--- src/rtl/core/bfc_pkg.sv ---
package bfc_pkg;

    localparam int COORD_WIDTH_DEF = 32;
    localparam int FRAC_BITS_DEF   = 16;
    localparam int IN_WIDTH        = 32;

    localparam logic [1:0] FUNC_LOAD_WORLD = 2'd0;
    localparam logic [1:0] FUNC_LOAD_VP    = 2'd1;
    localparam logic [1:0] FUNC_TEST       = 2'd2;
    localparam logic [1:0] FUNC_RESERVED   = 2'd3;

    typedef struct packed {
        logic clear;
        logic phase_corner;
        logic [3:0] step;
    } bfc_cmd_t;

endpackage

--- src/rtl/core/bfc_ctrl.sv ---
module bfc_ctrl
    import bfc_pkg::*;
(
    input  logic     clk,
    input  logic     rst_n,
    input  logic     start,
    input  logic     stall,
    output logic     busy,
    output bfc_cmd_t cmd,
    output logic     done
);

    localparam logic [1:0] ST_IDLE   = 2'd0;
    localparam logic [1:0] ST_MAT    = 2'd1;
    localparam logic [1:0] ST_CORNER = 2'd2;
    localparam logic [1:0] ST_DRAIN  = 2'd3;

    logic [1:0] state_reg, state_next;
    logic [3:0] cnt_reg, cnt_next;

    always_ff @(posedge clk or negedge rst_n)
    begin
        if (!rst_n)
        begin
            state_reg <= ST_IDLE;
            cnt_reg   <= '0;
        end
        else
        begin
            state_reg <= state_next;
            cnt_reg   <= cnt_next;
        end
    end

    always_comb
    begin
        state_next = state_reg;
        cnt_next   = cnt_reg + 4'd1;
        cmd.clear  = 1'b0;
        cmd.phase_corner = 1'b0;
        cmd.step   = cnt_reg;
        done       = 1'b0;
        case (state_reg)
            ST_IDLE:
            begin
                cmd.step = 4'hF;
                cnt_next = '0;
                if (start)
                begin
                    state_next = ST_MAT;
                    cmd.clear  = 1'b1;
                end
            end
            ST_MAT:
            begin
                // The last product row is written in the cycle after its step.
                if (cnt_reg == 4'd4)
                begin
                    cmd.step   = 4'hF;
                    state_next = ST_CORNER;
                    cnt_next   = '0;
                end
            end
            ST_CORNER:
            begin
                cmd.phase_corner = 1'b1;
                if (cnt_reg == 4'd7)
                begin
                    state_next = ST_DRAIN;
                end
            end
            ST_DRAIN:
            begin
                cmd.phase_corner = 1'b1;
                cmd.step = 4'hF;
                if (!stall)
                begin
                    done = 1'b1;
                    state_next = ST_IDLE;
                end
            end
            default:
            begin
                state_next = ST_IDLE;
            end
        endcase
    end

    assign busy = state_reg != ST_IDLE;

    a_done_in_drain: assert property (@(posedge clk) disable iff (!rst_n)
        done |-> state_reg == ST_DRAIN)
        else $error("done outside drain state");
    a_start_idle: assert property (@(posedge clk) disable iff (!rst_n)
        (state_reg == ST_IDLE && start) |=> state_reg == ST_MAT)
        else $error("start not taken");
    a_mat_len: assert property (@(posedge clk) disable iff (!rst_n)
        (state_reg == ST_CORNER && $past(state_reg) == ST_MAT) |-> $past(cnt_reg) == 4'd4)
        else $error("matrix phase length");
    a_stall_no_done: assert property (@(posedge clk) disable iff (!rst_n)
        stall |-> !done)
        else $error("done while result register is held");

endmodule

--- config.mk ---
export PLATFORM = sky130hd
export DESIGN_NAME = bfc_ctrl
export DESIGN_NICKNAME = d
export VERILOG_FILES = /design/src/rtl/core/bfc_pkg.sv /design/src/rtl/core/bfc_ctrl.sv
export SDC_FILE = /design/constraint.sdc
export NUM_CORES = 1
export LEC_CHECK = 0
export BUFFER_PORTS_ARGS = -buffer_cell sky130_fd_sc_hd__buf_2
export CAP_MARGIN = 20
export CORE_AREA = 5 5 42 44
export DETAILED_ROUTE_END_ITERATION = 16
export DIE_AREA = 0 0 47 49
export GPL_TIMING_DRIVEN = 0
export HOLD_SLACK_MARGIN = 0.06
export PLACE_DENSITY = 0.68
export SLEW_MARGIN = 15
export SYNTH_ARGS = -nofsm -noshare
export SYNTH_HDL_FRONTEND = slang
export SYNTH_SLANG_ARGS = --single-unit
--- constraint.sdc ---
create_clock -name clk -period 1.77 [get_ports clk]
set_clock_uncertainty 0.15 [all_clocks]
set_input_delay 0.354 -clock clk [delete_from_list [all_inputs] [get_ports clk]]
set_output_delay 0.354 -clock clk [all_outputs]
set_load 0.03 [all_outputs]
==> flow_summary.ini <==
[timing]
drv_slew = 0
finalCritPeriodShare_pct = 112
hold_viol_final = 0
setup_viol = 5
fin_crit_ns = 1.97
max_freq_mhz = 507
worst_pin_slew_ns = 0.436
rsz0062_at_grt = yes
fin_ws_ns = -0.204
maxSlewHeadroom_pct = 70.6

[grt]
grt_pass1_wl_um = 1900
grtUsageTotal_pct = 11.3
gr-total-overflow = 0
antenna_found_initial = 0
grt_max_degree = 9
grt_pass1_vias = 449

[finish]
largest_reg_flops = 4
drive_gt1_share_pct = 63.6
area_growth_pct = 80.3
num-nets-final = 90
num_antenna_cells = 0
design_area_um2 = 823
fin_cells = 93

[critical_path]
critical_path_arrival_ns = 1.47
slowest_stage = dfrtp_1
start_kind = flip-flop
required_ns = 1.27
r2r_start = cnt_reg[0]
end_kind = output pin
r2r_cells = 7
critPathMaxStageDelay_ns = 0.38
crit_type = reg2out
path_max_fanout = 4
startpoint = cnt_reg[0]
crit_chain = inv_2, ha_1, and3b_2, o22ai_2, a22oi_1, buf_4

[synth]
synth_edf_count = 0
synthArstFlopShare_pct = 100
synthTopCellsByArea = dfrtp_1 33%, ha_1 19%, inv_1 4.9%
synth.most_common_cell = ha_1
ys_ff_latch = 6
netlist_instances = 49
synth_fp_nets = 60
synth_seq_area_share_pct = 32.9
synth-warning-count = 0
synthFlopType = dfrtp_1
ys_types = 22
synthTopCellsByCount = 7 x ha_1, 6 x dfrtp_1, 6 x inv_1
synth_top_cell_area_share_pct = 32.9
syn_avg_cell_area_um2 = 9.32
yosysTopAreaCell = dfrtp_1
synth_area_um2 = 457

[status]
outcome = finished, violations left
violations = negative setup slack

[run]
cap_violations = 0

[detailed_routing]
via_per_inst = 4.81
first_pass_iters = 4
drc_errors = 0
wl_met2_um = 648
post_drt_wl_per_cell_um = 12.7
met3_length_um = 34
wl_met1_um = 499
ant_nets = 0
drt_iter0_markers = 3
top_layer = met3
drt-total-wl_um = 1180
vias = 447

[die]
die_x_um = 47
rows = 14
initial_utilization_pct = 32.6
die_y_um = 49
ios = 12
die_area_um2 = 2300
core_um2 = 1400

[clock_network]
insertion_delay_ns = 0.24
htreeDepth = 1
clk_pin_slew_worst_paths_ns = 0.04
cts_tree = built
cts_buffer_depth = 2
root_buffer = clkbuf_4
cts_buffers = 3
clock-sinks = 6

[placed_design]
place_inst = 76
gp_congestion = 0.666
placed_area_um2 = 536
place.port_buffers = 11
dp_hpwl_um = 699

[worst_hold_path]
hp-class = in2async
[kinds of logic after synthesis]
group	Yosys count	synth area share, %
AO/OA/AOI/OAI	11	15.6
XOR/XNOR	2	3.84
adder cells (fa/ha/maj)	7	19.2
buffers and inverters	6	4.93
flip-flops	6	32.9
multiplexers	1	3.29
AND/OR/NAND/NOR	16	20.3
[metrics by stage]
stage | setup slack, ns | setup TNS [ns] | utilization, % | hold WS (ns)
after global routing | -0.262 | -1.08 | 58.8 | 0.325
final | -0.204 | -0.759 | 58.8 | 0.312
after detailed placement | -0.0362 | -0.0787 | 38.2 | 0.0311
after floorplan | -0.135 | -0.270 | - | -0.0916
after global placement | -0.0353 | -0.0929 | 38.2 | 0.0267
after CTS | -0.191 | -0.677 | 51.2 | 0.301
[repair_timing]
item	in CTS	in global routing
resized for setup	23	19
pin swaps	3	7
setup buffers	8	6
endpoints found under the hold margin	6	0
hold buffers	1	0
endpoints found under the setup margin	6	8
[worst max-delay path, delay by kind of cell, from the launching register on]
family	cells	cell delay, ns
buf+inv	2	0.26
compound gates	2	0.23
fa+ha+maj	1	0.13
simple gates	1	0.24
flops	1	0.38
[area by class of cell]
cell class / count / area, um^2
well taps: 16 / 20.0
inverters: 6 / 25.0
multi-input cells: 37 / 398
fillers: 130 / 578
clock buffers: 3 / 22.5
flip-flops and latches: 6 / 151
repair buffers: 25 / 206
[layer usage]
layer  global-route usage (%)  vias up
li1                         -      226
met1                     14.3      217
met5                        0        -
met4                     6.91        0
met2                     17.2        4
met3                     1.48        0
[worst paths after layout]
path | slack, ns | endpoint
max | -0.20 | cmd[0]
min in group clk | 0.38 | state_reg[0]
max reg2reg | 0.03 | state_reg[1]
max in group asynchronous | 1.01 | state_reg[1]
min | 0.31 | state_reg[0]
min reg2reg | 0.43 | cnt_reg[0]
[placed cells by master, fill, tap and decap left out]
master and instances:
buf_4 12, mux2_4 1, nor2b_4 1, nand2b_4 1, xor2_1 1, buf_2 4
a32oi_1 1, ha_4 5, and3b_2 1, xnor2_1 1, dfrtp_1 5, inv_1 1
clkbuf_4 4, o21ai_0 1, nor2_1 5, or2_4 1, ha_1 2, o21ai_1 2
inv_4 1, buf_6 7, and2_1 1, nor2b_1 1, nand3_4 1, a21oi_2 1
dlygate4sd3_1 1, nand2_1 2, o22ai_2 3, nand3b_1 1, dfrtp_2 1, inv_2 4
nand3_1 1, a2bb2oi_2 1, a22oi_1 2
Power is not shown: default switching activity piles up to over one toggle a cycle in this logic, so the estimate is an artifact.
